### src/hw/rtl/bps_pkg.sv
// Shared types and constants of the Blinn-Phong fragment shade core.
`default_nettype none

package bps_pkg;

   localparam int FRAC_W     = 14;
   localparam int NORM_W     = 16;
   localparam int POS_W      = 24;
   localparam int DIFF_W     = POS_W + 1;
   localparam int COLOR_W    = 8;
   localparam int SHINE_W    = 8;
   localparam int CSR_IDX_W  = 3;
   localparam int FIFO_DEPTH = 4;

   // Register indexes of the configuration port
   localparam logic [CSR_IDX_W-1:0] CSR_EYE_X     = 3'd0;
   localparam logic [CSR_IDX_W-1:0] CSR_EYE_Y     = 3'd1;
   localparam logic [CSR_IDX_W-1:0] CSR_EYE_Z     = 3'd2;
   localparam logic [CSR_IDX_W-1:0] CSR_LIGHT_X   = 3'd3;
   localparam logic [CSR_IDX_W-1:0] CSR_LIGHT_Y   = 3'd4;
   localparam logic [CSR_IDX_W-1:0] CSR_LIGHT_Z   = 3'd5;
   localparam logic [CSR_IDX_W-1:0] CSR_SHININESS = 3'd6;

   // Shading constants, Q0.16 and Q.14
   localparam longint ONE_Q14    = 16384;
   localparam longint POW_CAP    = 262144;
   localparam longint K_AMB      = 22938;
   localparam longint K_DIF      = 58982;
   localparam longint K_SPEC     = 7864;
   localparam longint AMB_TERM   = K_AMB * ONE_Q14;
   localparam longint SPEC_SCALE = 255 * K_SPEC;
   localparam longint ROUND_HALF = 64'd1 << 29;

   typedef struct packed {
      logic [2:0][POS_W-1:0] eye;
      logic [2:0][POS_W-1:0] light;
   } scene_type;

   // One fragment between the front end and the shading pipeline
   typedef struct packed {
      logic [2:0][DIFF_W-1:0]  light_dir;
      logic [2:0][DIFF_W-1:0]  eye_dir;
      logic [2:0][NORM_W-1:0]  normal;
      logic [2:0][COLOR_W-1:0] tex;
   } frag_type;

endpackage

`default_nettype wire

### src/hw/rtl/bps_front.sv
// Front end: accept a fragment and form its light and eye difference vectors.
`default_nettype none

module bps_front (
   input  logic                              clock,
   input  logic                              reset,
   input  bps_pkg::scene_type                scene,
   input  logic                              req_valid,
   output logic                              req_stall,
   input  logic signed [bps_pkg::NORM_W-1:0] req_normal_x,
   input  logic signed [bps_pkg::NORM_W-1:0] req_normal_y,
   input  logic signed [bps_pkg::NORM_W-1:0] req_normal_z,
   input  logic signed [bps_pkg::POS_W-1:0]  req_pos_x,
   input  logic signed [bps_pkg::POS_W-1:0]  req_pos_y,
   input  logic signed [bps_pkg::POS_W-1:0]  req_pos_z,
   input  logic [bps_pkg::COLOR_W-1:0]       req_tex_red,
   input  logic [bps_pkg::COLOR_W-1:0]       req_tex_green,
   input  logic [bps_pkg::COLOR_W-1:0]       req_tex_blue,
   input  logic                              fifo_full,
   output logic                              push,
   output bps_pkg::frag_type                 push_data
);

   logic [2:0][bps_pkg::POS_W-1:0] pos;
   bps_pkg::frag_type              frag_in;
   bps_pkg::frag_type              frag_ff;
   logic                           valid_ff;
   logic                           load;

   assign pos = {req_pos_z, req_pos_y, req_pos_x};

   always_comb begin
      for (int i = 0; i < 3; i++) begin
         // sign-extend both sides; the difference always fits 25 bits
         frag_in.light_dir[i] = {scene.light[i][bps_pkg::POS_W-1], scene.light[i]}
                              - {pos[i][bps_pkg::POS_W-1], pos[i]};
         frag_in.eye_dir[i]   = {scene.eye[i][bps_pkg::POS_W-1], scene.eye[i]}
                              - {pos[i][bps_pkg::POS_W-1], pos[i]};
      end
      frag_in.normal = {req_normal_z, req_normal_y, req_normal_x};
      frag_in.tex    = {req_tex_blue, req_tex_green, req_tex_red};
   end

   // hold the staged item while the queue is full
   assign req_stall = valid_ff && fifo_full;
   assign load      = !req_stall;
   assign push      = valid_ff && !fifo_full;
   assign push_data = frag_ff;

   always_ff @(posedge clock) begin
      if (load) begin
         frag_ff <= frag_in;
      end
   end

   always_ff @(posedge clock) begin
      if (reset) begin
         valid_ff <= 1'b0;
      end else if (load) begin
         valid_ff <= req_valid;
      end
   end

endmodule

`default_nettype wire

### config.mk
export PLATFORM = sky130hd
export DESIGN_NAME = bps_front
export DESIGN_NICKNAME = d
export VERILOG_FILES = /design/src/hw/rtl/bps_pkg.sv /design/src/hw/rtl/bps_front.sv
export SDC_FILE = /design/constraint.sdc
export NUM_CORES = 1
export LEC_CHECK = 0
export BUFFER_PORTS_ARGS = -buffer_cell sky130_fd_sc_hd__clkbuf_2
export CAP_MARGIN = 0
export CORE_AREA = 3 3 198 200
export DETAILED_ROUTE_END_ITERATION = 12
export DIE_AREA = 0 0 201 203
export PLACE_DENSITY = 0.71
export SLEW_MARGIN = 40
export SYNTH_ARGS = -nofsm -noshare
export SYNTH_HDL_FRONTEND = slang
export SYNTH_SLANG_ARGS = --single-unit
export TNS_END_PERCENT = 10
### constraint.sdc
create_clock -name clock -period 9.8 [get_ports clock]
set_clock_uncertainty 0.15 [all_clocks]
set_input_delay 1.96 -clock clock [delete_from_list [all_inputs] [get_ports clock]]
set_output_delay 1.96 -clock clock [all_outputs]
set_load 0.1 [all_outputs]
Word-level counts from Yosys, hierarchy flattened
Index checks and enable logic that the tools add are counted.
{"block": "classes", "add_sub_neg": 6, "n_reduce_logical": 3}
{"op": "subtractor 24 x 24 -> 25 bit", "n": 6}
{"op": "logical AND 1 bit", "n": 2}
{"op": "zero test 1 bit", "n": 1}
{"block": "word_totals", "register_bits": 223, "output_inout_bits": 224, "wordCells": 22}

Depth between registers and ports, before layout
{"block": "depth", "word_depth": 2, "mapped_depth": 11}

Worst setup path before layout
Ideal clock, no wire load.
{"block": "synth_timing", "path_kind": "input port to output port", "startpoint": "in fifo_full", "endpoint": "out req_stall", "t_arrival_ns": 9.075, "required_ns": 7.690, "path_slack_ns": -1.385, "cell_stages": 2, "path_cell_list": "nand2_1 > inv_1"}
{"block": "synth_via", "elab_chain_len": 1}
{"element": "start: declaration", "line_no": "bps_front.sv:19", "source": "input logic fifo_full,"}
{"element": "logical AND 1 bit", "line_no": "bps_front.sv:45", "source": "assign req_stall = valid_ff && fifo_full;"}
{"element": "end: declaration", "line_no": "bps_front.sv:9", "source": "output logic req_stall,"}
No other way between the ends.

Final worst setup path
Ends and elaborated chain as after synthesis.

==> results.md <==
* Result of the run: finished clean
* Max frequency at between 0.15 and 0.2 GHz
* Cell Rows at 71
* Area share of and/or/nand/nor cells after synthesis at 10.1%
* IO Port Bufs at 515
* Routed len/inst at 18.1 um
* GRT Total Usage at roughly 20%
* Hold Buf Count CTS at 0
* Initial Utilization at 37.7%
* Clock Power Share at a little under a quarter
* DRC viols at 0
* Iter 0 DRT Violations at about 650
* Synth Area in Compound Gates at 17.5%
* Total grt overflow at 0
* DP HPWL at about 35000 um
* Reg power frac at 31.1%
* Fin worst setup slack at 4440 ps
* Setup crit end kind: primary output
* Pint at 2.18 mW
* Design Area, Final at 18200 um^2
* Period utilisation layout at a little over half
* Width of the die at approximately 200 um
* Synthesized area at 14200 um^2
* Largest net degree at the start of global routing at a little over 100
* Total wire length at approximately 43000 um
* Setup TNS at 0 ps
* Setup CP Type: primary input to primary output
* Antenna violations before repair at 4
* Clk root buf: clkbuf_16
* Switching share of power at a little under half
* Core footprint at ~38000 um^2
* Post-synth EDFFs at between 200 and 250
* Vias per cell at roughly 5.1
* Arrival time worst endpoint at about 3300 ps
* Yosys cell types at just over 70
* Clock-pin transition on the worst setup and hold timing paths at approximately 60 ps
* Post-CTS sizing at 0
* Leakage power at ~8.7 nW
* Seq cells post-synth at 223
* Met2 wire length at 20800 um
* Share of the synthesized area in the top cell type at between 40% and 50%
* Io pins at 516
* Global-route wire length before repair at between 60000 and 70000 um
* Max layer used: met5
* Minimum clock period at about 5400 ps
* Main area contributors after synthesis: edfxtp_1, ha_1, a21oi_1, xnor2_1, inv_1
* Clk buf depth at 3
* Adder-cell share of the synthesized area at between 10% and 20%
* Count of mapped cells out of synthesis at roughly 1300
* Final hold vios at 0
* Syn_area_per_cell at 10.7 um^2
* Max Fanout on Critical Path at 100
* Post-synthesis share of cell area spent on xor and xnor gates at approximately 7%
* Die H at just over 200 um
* CP Launch Type: primary input
* Data required, critical path at 7690 ps
* Syn Nets at ~1800
* Sw power at 1.98 mW
* Hold Startpoint: valid_ff
* Synthesis Warnings at 0
* Met1 wire length at approximately 17000 um
* Multiplexer area fraction after synthesis at less than 1%
* # clock sinks at about 220
* Worst vdd ir at about 0.2 mV
* Post-route ant nets at 0
* CTS tree: built
* Vias in the first global route at 12200
* Register area share after synthesis at a little under half
* Finish-stage setup viols at 0
* Combinational power share at between 40% and 50%
* CTS H-Tree Depth at 1
* Routed met3 length at 3350 um
* Post-CTS Setup Repair Bufs at 0
* Drt pass-1 iters at 7
* RSZ-0062 raised after global routing: no
* CP Launch Point: fifo_full
* Synth async-reset ratio at 0%
* Main combinational cell family by area after synthesis: compound AO/OA/AOI/OAI gates
* Max-cap violations at 0
* Total CTS buffers at 26
* Cell Area, Placed at 17400 um^2
* Slew Viols, Final at 0
* Tightest Pin Transition at between 700 and 800 ps
* Area delta synth->final at 28.6%
* Min-Delay Path Class: register to register
* Clk_lat worst skew at 540 ps
* DIE AREA at between 40000 and 50000 um^2
* RR Startpoint: valid_ff
* Layout cell share with drive strength beyond 1 at a little under a third
* Pre-CTS setup slack at 4420 ps
* Slew headroom at slightly below 50%
* GP Congestion at 0.945
* Nets at approximately 2300
* Cell Pwr Density at 228 nW/um^2
* Cell accounting for the most synthesized area: edfxtp_1
* Most used flip-flop cell after synthesis: edfxtp_1
* Final core occ at 48.5%
* Vias post-DR at approximately 12000
==> area by class of cell <==
type,count,area [um^2]
well taps,511,639
flip-flops and latches,223,6690
clock buffers,30,687
multi-input cells,940,6910
inverters,140,526
repair buffers,517,2600
fillers,3431,19400
diodes,3,7.51
clock inverters,18,171
==> stage by stage <==
step           hold slack [ps]  power [mW]  std cells
2_1_floorplan             1880        2.84       1322
3_3_place_gp              1050        3.18       2331
3_5_place_dp              1080        3.19       2331
4_1_cts                   1100        4.19       2379
5_1_grt                   1160        4.31       2382
6_report                  1060        4.15       2382
==> metal layers <==
layer / GRT usage (%) / vias to the layer above
met5: 0 / -
met4: 8.53 / 2
met3: 4.97 / 107
met2: 33.7 / 510
met1: 24.5 / 5678
li1: - / 5940
==> Yosys cell counts, drive strengths merged (3+ instances only) <==
master and count:
o21bai 11, nor3 19, mux2i 5, a211oi 7, nor2 76, o22ai 5, o21a 23, a21boi 5
a311oi 5, ha 144, o31ai 6, xnor2 68, and3 15, or3 6, nand3 21, nor3b 4
a221o 4, nand2 77, o211ai 6, a21oi 126, o41ai 3, and2 3, nand3b 3, a21o 45
nor4 4, a31oi 14, o311ai 5, clkbuf 18, o21ai 75, o2111ai 7, nand2b 13, nand4 15
nor2b 33, a2111oi 3, xor2 44, o221ai 4, a221oi 4, inv 140, edfxtp 222, o31a 4
fa 6
==> cell usage in the layout, fill, tap and decap left out, drive strengths merged, types with 19 or more instances in the layout <==
cell    Yosys  layout
a21o       45      45
a21oi     126     126
clkbuf     18     545
edfxtp    222     222
ha        144     144
inv       140     140
nand2      77      77
nand3      21      21
nor2       76      76
nor2b      33      33
nor3       19      19
o21a       23      23
o21ai      75      75
xnor2      68      68
xor2       44      44
==> state kept, by name, indices dropped and copies added (netlist names) <==
register	cells
push_data	222
valid_ff	1
==> cells by family (layout without fill, tap and decap cells) <==
group / after synthesis / count (layout)
xor gates and xnor gates: 112 / 112
AOI/OAI and AO/OA: 377 / 377
adders and majority gates: 150 / 150
other: 0 / 3
buffers and inverters: 159 / 705
DFF: 223 / 223
muxes: 7 / 7
and+or+nand+nor: 294 / 294
==> worst paths after layout <==
path / end / slack [ps] / cells past startpoint
worst max-delay path: req_stall / 4440 / 4
worst min-delay path: push_data[33] / 1060 / 1
worst max register to register: push_data[108] / 7580 / 2
worst min register to register: push_data[33] / 1060 / 1
==> power by group through the flow <==
stage                     sequential, mW  combinational, mW  clock, mW
after floorplan                     2.41              0.430          0
after global placement              1.31               1.87          0
after detailed placement            1.31               1.88          0
after CTS                           1.30               1.89       1.01
after global routing                1.31               1.96       1.04
final                               1.29               1.88      0.979
==> critical path, cell delays in order <==
cell and delay [ps]:
clkbuf_2 150, nand2_8 430, inv_1 200, clkbuf_2 480
(Power assumes the default switching activity.)
