[src/hw/rtl/bps_pkg.sv]
// Shared types and constants of the Blinn-Phong fragment shade core.
`default_nettype none

package bps_pkg;

   localparam int FRAC_W     = 14;
   localparam int NORM_W     = 16;
   localparam int POS_W      = 24;
   localparam int DIFF_W     = POS_W + 1;
   localparam int COLOR_W    = 8;
   localparam int SHINE_W    = 8;
   localparam int CSR_IDX_W  = 3;
   localparam int FIFO_DEPTH = 4;

   // Register indexes of the configuration port
   localparam logic [CSR_IDX_W-1:0] CSR_EYE_X     = 3'd0;
   localparam logic [CSR_IDX_W-1:0] CSR_EYE_Y     = 3'd1;
   localparam logic [CSR_IDX_W-1:0] CSR_EYE_Z     = 3'd2;
   localparam logic [CSR_IDX_W-1:0] CSR_LIGHT_X   = 3'd3;
   localparam logic [CSR_IDX_W-1:0] CSR_LIGHT_Y   = 3'd4;
   localparam logic [CSR_IDX_W-1:0] CSR_LIGHT_Z   = 3'd5;
   localparam logic [CSR_IDX_W-1:0] CSR_SHININESS = 3'd6;

   // Shading constants, Q0.16 and Q.14
   localparam longint ONE_Q14    = 16384;
   localparam longint POW_CAP    = 262144;
   localparam longint K_AMB      = 22938;
   localparam longint K_DIF      = 58982;
   localparam longint K_SPEC     = 7864;
   localparam longint AMB_TERM   = K_AMB * ONE_Q14;
   localparam longint SPEC_SCALE = 255 * K_SPEC;
   localparam longint ROUND_HALF = 64'd1 << 29;

   typedef struct packed {
      logic [2:0][POS_W-1:0] eye;
      logic [2:0][POS_W-1:0] light;
   } scene_type;

   // One fragment between the front end and the shading pipeline
   typedef struct packed {
      logic [2:0][DIFF_W-1:0]  light_dir;
      logic [2:0][DIFF_W-1:0]  eye_dir;
      logic [2:0][NORM_W-1:0]  normal;
      logic [2:0][COLOR_W-1:0] tex;
   } frag_type;

endpackage

`default_nettype wire

[src/hw/rtl/bps_fifo.sv]
// Short fragment queue between the front end and the shading pipeline.
`default_nettype none

module bps_fifo (
   input  logic              clock,
   input  logic              reset,
   input  logic              push,
   input  bps_pkg::frag_type push_data,
   output logic              full,
   output logic              head_valid,
   output bps_pkg::frag_type head_data,
   input  logic              pop
);

   localparam int AW = $clog2(bps_pkg::FIFO_DEPTH);

   bps_pkg::frag_type mem_ff [bps_pkg::FIFO_DEPTH];
   logic [AW-1:0]     wr_ptr_ff;
   logic [AW-1:0]     rd_ptr_ff;
   logic [AW:0]       count_ff;

   assign full       = count_ff == (AW+1)'(bps_pkg::FIFO_DEPTH);
   assign head_valid = count_ff != '0;
   assign head_data  = mem_ff[rd_ptr_ff];

   always_ff @(posedge clock) begin
      if (push) begin
         mem_ff[wr_ptr_ff] <= push_data;
      end
   end

   always_ff @(posedge clock) begin
      if (reset) begin
         wr_ptr_ff <= '0;
         rd_ptr_ff <= '0;
         count_ff  <= '0;
      end else begin
         if (push) begin
            wr_ptr_ff <= wr_ptr_ff + AW'(1);
         end
         if (pop) begin
            rd_ptr_ff <= rd_ptr_ff + AW'(1);
         end
         case ({push, pop})
            2'b10:   count_ff <= count_ff + (AW+1)'(1);
            2'b01:   count_ff <= count_ff - (AW+1)'(1);
            default: count_ff <= count_ff;
         endcase
      end
   end

endmodule

`default_nettype wire

[config.mk]
export PLATFORM = sky130hd
export DESIGN_NAME = bps_fifo
export DESIGN_NICKNAME = d
export VERILOG_FILES = /design/src/hw/rtl/bps_pkg.sv /design/src/hw/rtl/bps_fifo.sv
export SDC_FILE = /design/constraint.sdc
export NUM_CORES = 1
export LEC_CHECK = 0
export BUFFER_PORTS_ARGS = -buffer_cell sky130_fd_sc_hd__buf_2
export CAP_MARGIN = 20
export CORE_MARGIN = 1
export CORE_UTILIZATION = 60
export DETAILED_ROUTE_END_ITERATION = 16
export PLACE_DENSITY = 0.94
export REMOVE_ABC_BUFFERS = 1
export SLEW_MARGIN = 20
export SYNTH_ARGS = -nofsm -noshare
export SYNTH_HDL_FRONTEND = slang
export SYNTH_SLANG_ARGS = --single-unit
[constraint.sdc]
create_clock -name clock -period 14.1 [get_ports clock]
set_input_delay 1.41 -clock clock [delete_from_list [all_inputs] [get_ports clock]]
set_output_delay 1.41 -clock clock [all_outputs]
set_load 0.01 [all_outputs]
Word level (Yosys, flattened, before mapping). Memories as Yosys holds them, arrays and structs flattened. A register that Yosys moved wholly into a read port is not among the register bits. Cells that the tools add are included.

Equality and inequality tests: 3. Add/subtract/negate cells: 4. Reductions and logical operators: 2. Multiplexer cells: 5.

Operator list (number): 3-bit one-hot mux with 2 select lines (1); 2-bit by 1-bit adder with 2-bit output, second input constant (2); 2-bit 2-to-1 mux (2); 3-bit by 1-bit adder with 3-bit output, second input constant (1); 3-bit == test, second input constant (1); 3-bit nonzero test (1); 3-bit by 1-bit subtractor with 3-bit output, second input constant (1); 2-bit by 1-bit == test with 1-bit output, second input constant (1); 2-bit == test, second input constant (1); 1-bit 2-to-1 mux (2); 2-bit nonzero test (1).

Memories: 1. Bits in registers: 7. RAM bits: 888.

Memories: mem_ff (words 4, bits a word 222, rd ports 1, clocked after memory_dff 1, wr ports 1, line bps_fifo.sv:17) `bps_pkg::frag_type mem_ff [bps_pkg::FIFO_DEPTH];`.

Depth between registers and ports, before layout. Gate-level depths: netlist of the first run.

Depth after elaboration: 3. Gate-level depth with buffers: 7.

Least setup slack after synthesis of the first run. OpenSTA, ideal clock, no wires.

Path kind: input port to flip-flop. Start: input push. End: memory mem_ff[0][0] (netlist bit), enable pin. Data arrival time: 6.438 ns. Required time: 13.491 ns. Slack: 7.053 ns. Cell stages on the path: 1. Setup time: 0.609 ns. Cell sequence: and2_1.

Word-level cells in the longest chain between the ends: 2.

Ends and longest elaborated chain: start, declared (line bps_fifo.sv:7) `input logic push,`; 1-bit 2-to-1 mux (line bps_fifo.sv:27) `if (push) begin`; 1-bit 2-to-1 mux (implied by the code) (line bps_fifo.sv:28) `mem_ff[wr_ptr_ff] <= push_data;`; end, declared (line bps_fifo.sv:17).

No other way between the ends.

==> metrics.txt, run 1 <==
commonest cells after routing, fill and taps aside edfxtp_1, buf_2, mux4_2; Setup TNS 0 ps; Startpoint Class flip-flop; max-cap violations 0; Port Buf Inserts 449; die height 234.7 um; outcome finished, final reports clean; via count 15543; Synth Instances 1207; clock latency on the worst-skew pair 640 ps; syn avg cell area 26.91 sq um; Worst Path Arrival 4010 ps; DIE AREA 55060 sq um; Clk Tree Root Cell clkbuf_16; Avg WL per Cell 30.70 um; WHS Path Cells 2; Clock Tree Buf Depth 3; worst-case reg-to-reg path depth 4; Layout area overhead 17.50%; synth warn 0; Total Power 0.005941 W; final core occ 72.04%; Worst Skew 33.65 ps; P_leak 12.79 nW; Max H-tree Level 3; Yosys cell types 19; antenna violations before repair 20; Core Rows 84; global-route wire length before repair 109.1 mm; Clock Sinks 897; gpl congestion 0.7986; Die X 234.7 um; Global Route Usage Sum 27.58%; pwr/cell area 155.7 nW/um^2; Ports 450; Post-DP HPWL 42.67 mm; final critical-path required period 5420 ps; Req. time, crit path 12690 ps; DRT antenna net count 0; final WL 76.21 mm; Least-Margin Pin Slew 1056 ps; Yosys top cell area share 82.11%; GRT overflow 0; Hold Vio Cnt, Final 0; vias in the first global route 16396; core area 52970 sq um; fmax 0.1845 GHz; pre-CTS setup slack 9061 ps; Final setup viols 0; hold endpoint count_ff[2]; post-route insts no fill 2482; Final Max Tran Viols 0; clock buffer count from CTS 85; clock-pin slew on the worst setup and hold paths 70 ps; Worst Slack Setup Final 8680 ps; Max VDD drop 0.1301 mV; Worst setup EP type primary output; post-synthesis sequential area ratio 82.66%; # Post-CTS Setup Buffers 0; layout cells sized above 1 46.04%; Hold WC Path Type reg2reg; initial core utilization 61.31%; Initial DRT Pass Iterations 5; largest net degree at the start of global routing 71; #FFs+latches synth 897; Critical R2R Capture mem_ff[1][175]; CTS tree yes; Netlist Area Pre-Place 32480 sq um; reg2reg setup slack 11370 ps; crit share post-route 38.44%; initial DRC count 1504; DRC viols 0; final net count 1944; Via density 6.262; placed insts 2312; synth top area cells edfxtp_1, mux4_2, buf_6; crit path max fanout 39; biggest area consumer among synthesized cells edfxtp_1; hold path start count_ff[2]; relative slew slack 29.58%; post-cts sizing count 0; Setup CP Type reg2out; leading cell type in the layout, fill and taps excluded edfxtp_1; FF-to-FF Start wr_ptr_ff[1]; Hold-fix buffers, CTS 0; RSZ-0062 raised after global routing no
-- layer usage --
metal	global-route usage [%]	wire, um
met3	6.837	6813
met5	0	92
met4	11.06	2709
met1	33.14	25670
met2	48.18	40920
-- metrics by stage --
stage	hold WS (ps)	area [sq um]
final	524.5	38160
after global routing	567.2	38140
after CTS	521.5	38100
after detailed placement	510.0	35370
after global placement	473.3	35370
after floorplan	455.9	32100
-- final cells by class --
| class | count | area [sq um] |
|---|---|---|
| Antenna cell | 13 | 32.53 |
| Sequential cell | 897 | 26850 |
| Multi-Input combinational cell | 253 | 5239 |
| Fill cell | 2837 | 14810 |
| Timing Repair Buffer | 469 | 2414 |
| Inverter | 6 | 22.52 |
| Tap cell | 688 | 860.8 |
| Clock inverter | 44 | 447.9 |
| Clock buffer | 112 | 2290 |
-- how the worst max path moves through the flow --
| stage | to | slack [ps] |
|---|---|---|
| 3_3_place_gp | head_data[88] | 9080 |
| 5_1_grt | head_data[94] | 8320 |
| 6_report | head_data[94] | 8680 |
| 3_5_place_dp | head_data[75] | 9060 |
| 4_1_cts | head_data[75] | 8330 |
| 2_1_floorplan | head_data[0] | 2740 |
-- critical path, stage by stage (launching register included) --
cell and delay, ps:
dfxtp_4 850, buf_4 610, buf_12 290, buf_4 680, mux4_2 660, buf_2 180
-- Yosys cell counts, drive strengths merged --
cell,instances
edfxtp,888
mux4,222
buf,45
dfxtp,9
nor2,8
clkbuf,6
inv,6
ha,5
and2,4
xor2,3
a21oi,2
or3,2
xnor2,2
and3,1
fa,1
mux2i,1
nand2,1
o21ai,1
-- cells by family (layout without fill, tap and decap cells) --
logic type               count (synthesis)  after routing  share of synthesized area, %
other                                    0             13                             0
flip-flops                             897            897                         82.66
AO/OA/AOI/OAI                            3              3                       0.04622
multiplexers                           223            223                         15.43
buffers and inverters                   57            631                         1.237
XOR/XNOR                                 5              5                        0.1349
AND/OR/NAND/NOR                         16             16                        0.2389
adder cells (fa/ha/maj)                  6              6                        0.2543
-- power by group --
part	internal (W)	total [W]	switching [W]
combinational	0.000242	0.000562	0.000321
clock	0.00130	0.00226	0.000968
sequential	0.00307	0.00312	0.0000483
-- state kept, by name, indices dropped and copies added (netlist names), named ones only --
register and count:
count_ff 3, mem_ff 888, rd_ptr_ff 2, wr_ptr_ff 2
Note: power is estimated with default switching activity, not from simulation.
==> run 2, diff against run 1 <==
--- a/config.mk
+++ b/config.mk
@@ -8,9 +8,9 @@
 export BUFFER_PORTS_ARGS = -buffer_cell sky130_fd_sc_hd__buf_2
 export CAP_MARGIN = 20
 export CORE_MARGIN = 1
-export CORE_UTILIZATION = 60
+export CORE_UTILIZATION = 57
 export DETAILED_ROUTE_END_ITERATION = 16
-export PLACE_DENSITY = 0.94
+export PLACE_DENSITY = 0.9
 export REMOVE_ABC_BUFFERS = 1
 export SLEW_MARGIN = 20
 export SYNTH_ARGS = -nofsm -noshare
==> constraint.sdc (replaced) <==
create_clock -name clock -period 5.2 [get_ports clock]
set_input_delay 0.52 -clock clock [delete_from_list [all_inputs] [get_ports clock]]
set_output_delay 0.52 -clock clock [all_outputs]
set_load 0.01 [all_outputs]
==> run 2 against run 1 <==
Wire length shrank 8.9%. Worst setup slack worse by 7000 ps. Die area rose by 5.2%. Combinational power grew to 2.7 times the previous value. Register-to-register slack worse by 8500 ps. Critical path depth decreased by 2. Worst hold slack got worse by 420 ps.
==> metrics.txt, run 2 (same netlist as run 1, synthesis figures left out) <==
outcome finished, final reports clean (unchanged); Critical R2R Capture mem_ff[2][26] (was mem_ff[1][175]); relative slew slack 32.42% (was 29.58%); core area 56390 sq um (was 52970 sq um); Req. time, crit path 4680 ps (was 12690 ps); Regs by FF count mem_ff: 888 flops, count_ff: 3 flops (unchanged); Worst Path Arrival 2980 ps (was 4010 ps); Setup CP Type reg2out (unchanged); WHS Path Cells 1 (was 2); final net count 1941 (was 1944); gpl congestion 0.7483 (was 0.7986); Final setup viols 0 (unchanged); FF-to-FF Start wr_ptr_ff[0] (was wr_ptr_ff[1]); Setup TNS 0 ps (unchanged); Hold Vio Cnt, Final 0 (unchanged); largest net degree at the start of global routing 109 (was 71); Worst setup EP type primary output (unchanged); clock share of power 36.6% (was 38.1%); filler instances 3318 (was 2837); final WL 69.42 mm (was 76.21 mm); Clock Sinks 897 (unchanged); DRT antenna net count 0 (unchanged); layout cells sized above 1 45.83% (was 46.04%); Internal Power 0.01218 W (was 0.004605 W); Clk Tree Root Cell clkbuf_16 (unchanged); # Post-CTS Setup Buffers 0 (unchanged); antenna violations before repair 11 (was 20); clock latency on the worst-skew pair 620 ps (was 640 ps); most flop-heavy register mem_ff (unchanged); pwr/cell area 410.5 nW/um^2 (was 155.7 nW/um^2); DIE AREA 57930 sq um (was 55060 sq um); final core occ 67.75% (was 72.04%); Die X 240.7 um (was 234.7 um); Port Buf Inserts 449 (unchanged); GRT overflow 0 (unchanged); Worst Slack Setup Final 1701 ps (was 8680 ps); pre-CTS setup slack 2330 ps (was 9061 ps); Hold WC Path Type in2reg (was reg2reg); die height 240.7 um (was 234.7 um); final critical-path required period 3499 ps; Startpoint Class flip-flop (unchanged); crit path max fanout 62 (was 39); P_leak 12.75 nW (was 12.79 nW); hold path start push_data[202] (was count_ff[2]); Initial DRT Pass Iterations 4 (was 5); Hold-fix buffers, CTS 0 (unchanged); Combinational Power Share 9.6% (was 9.5%); crit share post-route 67.29%; Max VDD drop 0.4153 mV (was 0.1301 mV); Global Route Usage Sum 23.93% (was 27.58%); clock-pin slew on the worst setup and hold paths 60 ps (was 70 ps); fmax 0.2858 GHz; max-cap violations 0 (unchanged); Avg WL per Cell 27.30 um (was 30.70 um); commonest cells after routing, fill and taps aside edfxtp_1, buf_2, mux4_2 (unchanged); worst-case reg-to-reg path depth 4 (unchanged); Core Rows 87 (was 84); Net Switching 0.003505 W (was 0.001336 W); Sw Ratio 22.35% (was 22.49%); Via density 5.890 (was 6.262); Post-DP HPWL 39.67 mm (was 42.67 mm); clock buffer count from CTS 86 (was 85); Clock Tree Buf Depth 3 (unchanged); RSZ-0062 raised after global routing no (unchanged); initial core utilization 57.60% (was 61.31%); Ports 450 (unchanged); Max H-tree Level 3 (unchanged); Least-Margin Pin Slew 1014 ps (was 1056 ps); hold endpoint mem_ff[0][202] (was count_ff[2]); via count 14979 (was 15543); Final Max Tran Viols 0 (unchanged); global-route wire length before repair 99.76 mm (was 109.1 mm); leading cell type in the layout, fill and taps excluded edfxtp_1 (unchanged); vias in the first global route 15974 (was 16396); Layout area overhead 17.63% (was 17.50%); max FFs per register 888 (unchanged); reg2reg setup slack 2890 ps (was 11370 ps); CTS tree yes (unchanged); Reg power frac 53.9% (was 52.4%); post-cts sizing count 0 (unchanged); DRC viols 0 (unchanged); initial DRC count 1171 (was 1504); Worst Skew 27.35 ps (was 33.65 ps)
## run 2: cell count changes in the layout (fill, tap and decap cells not counted), moves of 2 or more
cell       change
clkbuf_1       -8
buf_4         -15
clkinv_2       +7
inv_6          -2
buf_12        +12
clkbuf_8       -4
clkinv_1       +8
bufinv_16      -5
clkinv_8       +2
## run 2: power by group through the flow
stage | clock network (W) | registers, W | logic, W
after global routing | 0.00610 | 0.00847 | 0.00159
after detailed placement | 0 | 0.00859 | 0.00148
final | 0.00573 | 0.00845 | 0.00150
after floorplan | 0 | 0.00870 | 0.000904
after global placement | 0 | 0.00855 | 0.00144
after CTS | 0.00584 | 0.00845 | 0.00151
## run 2: worst max path at each step
stage	start	to	cells past startpoint
floorplan	flip-flop	head_data[0]	1
global placement	flip-flop	head_data[34]	3
detailed placement	flip-flop	head_data[34]	3
CTS	flip-flop	head_data[83]	3
global route	flip-flop	head_data[187]	3
finish	flip-flop	head_data[187]	3
## run 2: final cells by class
type	count	area (sq um)	area share, %
Antenna cell	13	32.53	0.08516
Clock buffer	100	2205	5.771
Clock inverter	53	372.9	0.9761
Inverter	6	22.52	0.05896
Multi-Input combinational cell	253	5239	13.71
Sequential cell	897	26850	70.30
Tap cell	756	945.9	2.476
Timing Repair Buffer	465	2530	6.623
## run 2: critical path, cell delays in order, from the launching register on
cell	delay, ps
dfxtp_4	960
buf_12	460
mux4_2	630
buf_2	170
## run 2: per-layer routing
metal / part of all wire [%] / wire length (um) / up-vias / GRT usage [%]
li1: - / - / 6254 / -
met1: 36 / 24800 / 7885 / 28.78
met2: 53 / 36640 / 684 / 41.17
met3: 8.4 / 5845 / 148 / 6.851
met4: 3.0 / 2081 / 8 / 9.052
met5: 0.079 / 55 / - / 0
## run 2: stage by stage
step,area (sq um),cells,power (W),hold slack [ps]
2_1_floorplan,32100,1156,0.009603,455.9
3_3_place_gp,35590,2377,0.009990,472.3
3_5_place_dp,35590,2377,0.01007,512.0
4_1_cts,38170,2530,0.01580,73.95
5_1_grt,38180,2535,0.01616,86.96
6_report,38200,2543,0.01568,109.5
==> run 3, diff against run 2 <==
--- a/config.mk
+++ b/config.mk
@@ -5,12 +5,13 @@
 export SDC_FILE = /design/constraint.sdc
 export NUM_CORES = 1
 export LEC_CHECK = 0
+export ABC_AREA = 1
 export BUFFER_PORTS_ARGS = -buffer_cell sky130_fd_sc_hd__buf_2
 export CAP_MARGIN = 20
 export CORE_MARGIN = 1
-export CORE_UTILIZATION = 57
+export CORE_UTILIZATION = 52
 export DETAILED_ROUTE_END_ITERATION = 16
-export PLACE_DENSITY = 0.9
+export PLACE_DENSITY = 0.87
 export REMOVE_ABC_BUFFERS = 1
 export SLEW_MARGIN = 20
 export SYNTH_ARGS = -nofsm -noshare
==> constraint.sdc (replaced) <==
create_clock -name clock -period 3.1 [get_ports clock]
set_input_delay 0.31 -clock clock [delete_from_list [all_inputs] [get_ports clock]]
set_output_delay 0.31 -clock clock [all_outputs]
set_load 0.01 [all_outputs]
==> run 3 against run 2 <==
Synthesized cell count rose by 83%. Synthesized area rose by 1.7%. The run now fails in global routing.
==> metrics.txt, run 3 <==
outcome stopped before the end (was finished, final reports clean); Stop stage global routing; First Err [ERROR GRT-0228] Horizontal edge usage exceeds the maximum allowed. (33, 34) usage=65535 limit=3200; Post-synth EDFFs 888 (unchanged); #FFs+latches synth 897 (unchanged); Max H-tree Level 3 (unchanged); Synth Instances 2205 (was 1207); biggest area consumer among synthesized cells edfxtp_1 (unchanged); Post-DP HPWL 45.82 mm (was 39.67 mm); Yosys cell types 19 (unchanged); die height 254.1 um (was 240.7 um); Die X 254.1 um (was 240.7 um); synth warn 0 (unchanged); post-synthesis sequential area ratio 81.26% (was 82.66%); clock buffer count from CTS 87 (was 86); largest net degree at the start of global routing 247; Clock Sinks 897 (unchanged); initial core utilization 52.47% (was 57.60%); Ports 450 (unchanged); Top FF cell, synth edfxtp_1 (unchanged); most numerous cell in the Yosys netlist edfxtp_1 (unchanged); GR repair worst EP head_data[8]; top post-synthesis cells by count edfxtp_1, o21ai_0, nor2_1, o22ai_1, clkbuf_1 (was edfxtp_1, mux4_2, buf_2, buf_6, dfxtp_1); gpl congestion 0.7719 (was 0.7483); Core Rows 92 (was 87); Synth async-reset ratio 0% (unchanged); Port Buf Inserts 449 (unchanged); Worst EP kind primary output; synth top area cells edfxtp_1, o21ai_0, nor2_1 (was edfxtp_1, mux4_2, buf_6); Clk Tree Root Cell clkbuf_16 (unchanged); Yosys top cell area share 80.71% (was 82.11%); Netlist Area Pre-Place 33040 sq um (was 32480 sq um); Clock Tree Buf Depth 3 (unchanged); syn avg cell area 14.98 sq um (was 26.91 sq um); antenna violations before repair 8; pre-CTS setup slack 868.1 ps (was 2330 ps)
[run 3: per-stage QoR]
step           area, sq um  cells
3_3_place_gp         36330   3404
2_1_floorplan        32390   2058
3_5_place_dp         36330   3404
4_1_cts              41340   3784
[run 3: cells by family after synthesis]
logic type	Yosys count	share of synthesized area, %
simple gates	460	5.245
buf+inv	165	2.151
flops	897	81.26
fa+ha+maj	6	0.2500
compound gates	677	11.10
[run 3: repair_timing]
action	4_1_cts
endpoints found under the setup margin	0
hold endpoints to repair	888
resized for setup	0
hold buffers	222
buffers inserted	0
==> run 4, diff against run 3 <==
--- a/config.mk
+++ b/config.mk
@@ -9,9 +9,9 @@
 export BUFFER_PORTS_ARGS = -buffer_cell sky130_fd_sc_hd__buf_2
 export CAP_MARGIN = 20
 export CORE_MARGIN = 1
-export CORE_UTILIZATION = 52
+export CORE_UTILIZATION = 40
 export DETAILED_ROUTE_END_ITERATION = 16
-export PLACE_DENSITY = 0.87
+export PLACE_DENSITY_LB_ADDON = 0.15
 export REMOVE_ABC_BUFFERS = 1
 export SLEW_MARGIN = 20
 export SYNTH_ARGS = -nofsm -noshare
==> constraint.sdc (replaced) <==
create_clock -name clock -period 4.03 [get_ports clock]
set_input_delay 0.403 -clock clock [delete_from_list [all_inputs] [get_ports clock]]
set_output_delay 0.403 -clock clock [all_outputs]
set_load 0.01 [all_outputs]
==> run 4 against run 3 <==
The flow now finishes without violations. Synthesized cell count did not move. Synthesized area is the same.
==> metrics.txt, run 4 <==
outcome finished, final reports clean (was stopped before the end); Global Route Usage Sum 19.23%; core area 81850 sq um; max FFs per register 888; Combinational Power Share 9.7%; final instance area 41740 sq um; Die X 289.4 um (was 254.1 um); Startpoint Class flip-flop; Sw Ratio 23.31%; met3 Use GR 4.071%; clock-pin slew on the worst setup and hold paths 60 ps; Via density 5.181; final core occ 50.99%; fmax 0.3057 GHz; crit share post-route 81.16%; Top FF cell, synth edfxtp_1 (unchanged); final net count 3104; antenna violations before repair 8; Hold WS 135.1 ps; Synth Instances 2205 (unchanged); Yosys cell types 19 (unchanged); DIE AREA 83750 sq um; Max VDD drop 0.3669 mV; Reg power frac 51.3%; top post-synthesis cells by count edfxtp_1, o21ai_0, nor2_1, o22ai_1, clkbuf_1 (unchanged); syn avg cell area 14.98 sq um (unchanged); max-cap violations 0; GRT overflow 0; Clock Sinks 897 (unchanged); Avg WL per Cell 20.49 um; die height 289.4 um (was 254.1 um); Req. time, crit path 3630 ps; Hold Vio Cnt, Final 0; commonest cells after routing, fill and taps aside edfxtp_1, buf_2, o21ai_0; global-route wire length before repair 122.4 mm; biggest area consumer among synthesized cells edfxtp_1 (unchanged); Worst setup EP type primary output; Net Switching 0.004895 W; simple-gate portion of the synthesized area 5.245% (unchanged); Synth Area in Compound Gates 11.10% (unchanged); Synth Area in XOR/XNOR 0% (unchanged); Layout area overhead 26.33%; P_leak 14.54 nW; Port Buf Inserts 449 (unchanged); Max H-tree Level 3 (unchanged); Hold WC Path Type in2reg; final WL 82.49 mm; main combinational cell family by area after synthesis compound AO/OA/AOI/OAI gates (unchanged); synth top area cells edfxtp_1, o21ai_0, nor2_1 (unchanged); RSZ-0062 raised after global routing no; vias in the first global route 21049; relative slew slack 37.41%; via count 20860; filler instances 6988; Post-synth EDFFs 888 (unchanged); final critical-path required period 3271 ps; Worst Skew 15.47 ps; Internal Power 0.01611 W; clock share of power 39.0%; Netlist Area Pre-Place 33040 sq um (unchanged); Synth Area in Adders 0.2500% (unchanged); Synth async-reset ratio 0% (unchanged); most numerous cell in the Yosys netlist edfxtp_1 (unchanged); gpl congestion 0.7516 (was 0.7719); area of the multi-input gates 5482 sq um; Least-Margin Pin Slew 938.9 ps; Clock Tree Buf Depth 3 (unchanged); initial core utilization 40.37% (was 52.47%); Setup TNS 0 ps; clock buffer count from CTS 94 (was 87); Setup CP Type reg2out; met2 usage 33.35%; # Post-CTS Setup Buffers 0 (unchanged); initial DRC count 1274; clock latency on the worst-skew pair 630 ps; Post-DP HPWL 46.10 mm (was 45.82 mm); post-route insts no fill 4026; most used routing layer met2; pwr/cell area 503.1 nW/um^2; Global Route met1 Usage 24.01%; fraction of synthesized area in multiplexers 0% (unchanged); Clk Tree Root Cell clkbuf_16 (unchanged); Worst Path Arrival 2870 ps; Initial DRT Pass Iterations 5; most flop-heavy register mem_ff; Core Rows 105 (was 92); post-synthesis sequential area ratio 81.26% (unchanged); Yosys top cell area share 80.71% (unchanged); Regs by FF count mem_ff: 888 flops, count_ff: 3 flops; layout cells sized above 1 21.31%; register area 26850 sq um; #FFs+latches synth 897 (unchanged); Final Max Tran Viols 0; DRC viols 0; largest net degree at the start of global routing 187; crit path max fanout 186; DRT antenna net count 0; Ports 450 (unchanged); placed insts 3624 (was 3404); Final setup viols 0; synth warn 0 (unchanged); CTS tree yes; placed cell areas 36560 sq um (was 36330 sq um); leading cell type in the layout, fill and taps excluded edfxtp_1
## run 4: what timing repair did
action                     CTS  global route
resized for setup            0             0
hold buffers               222             0
setup endpoints to repair    0             0
hold endpoints to repair   888             0
## run 4: worst paths after layout
kind                start        endpoint  slack, ps  cells past startpoint
max             flip-flop  head_data[158]        760                      4
min                 reset     count_ff[2]        140                      4
max reg2reg  wr_ptr_ff[0]  mem_ff[0][109]       1810                      5
min reg2reg  rd_ptr_ff[1]       flip-flop        430                      1
## run 4: routing by layer
layer,vias to the layer above,wire length [um],part of all wire [%]
met1,10499,34190,41
met2,514,41680,51
met4,8,1801,2.2
met5,-,46,0.056
li1,9726,-,-
met3,113,4770,5.8
## run 4: cell families after synthesis
| family | after synthesis |
|---|---|
| flip-flops | 897 |
| AO/OA/AOI/OAI | 677 |
| AND/OR/NAND/NOR | 460 |
| buffers and inverters | 165 |
| adder cells (fa/ha/maj) | 6 |
## run 4: final cells by class
type,instances,share of cell area [%]
Clock buffer,117,5.945
Inverter,18,0.2638
Tap cell,1070,3.208
Multi-Input combinational cell,1143,13.13
Sequential cell,897,64.34
Antenna cell,5,0.02998
Clock inverter,58,1.109
Timing Repair Buffer,718,11.97
## run 4: critical path, stage by stage (launching register included)
cell and delay, ps:
dfxtp_4 710, buf_12 520, o21ai_0 210, o22ai_1 320
buf_2 200
## run 4: through the flow
stage               setup slack, ps  total power, W
floorplan                    -11430         0.01197
global placement               1501         0.01281
detailed placement             1432         0.01286
CTS                           737.1         0.02124
global route                  569.2         0.02180
finish                        759.2         0.02100
## run 4: power by group through the flow
stage | clock network (W) | registers, W | logic (W)
floorplan | 0 | 0.0111 | 0.000887
global placement | 0 | 0.0110 | 0.00185
detailed placement | 0 | 0.0110 | 0.00189
CTS | 0.00838 | 0.0108 | 0.00208
global route | 0.00876 | 0.0108 | 0.00224
finish | 0.00819 | 0.0108 | 0.00204
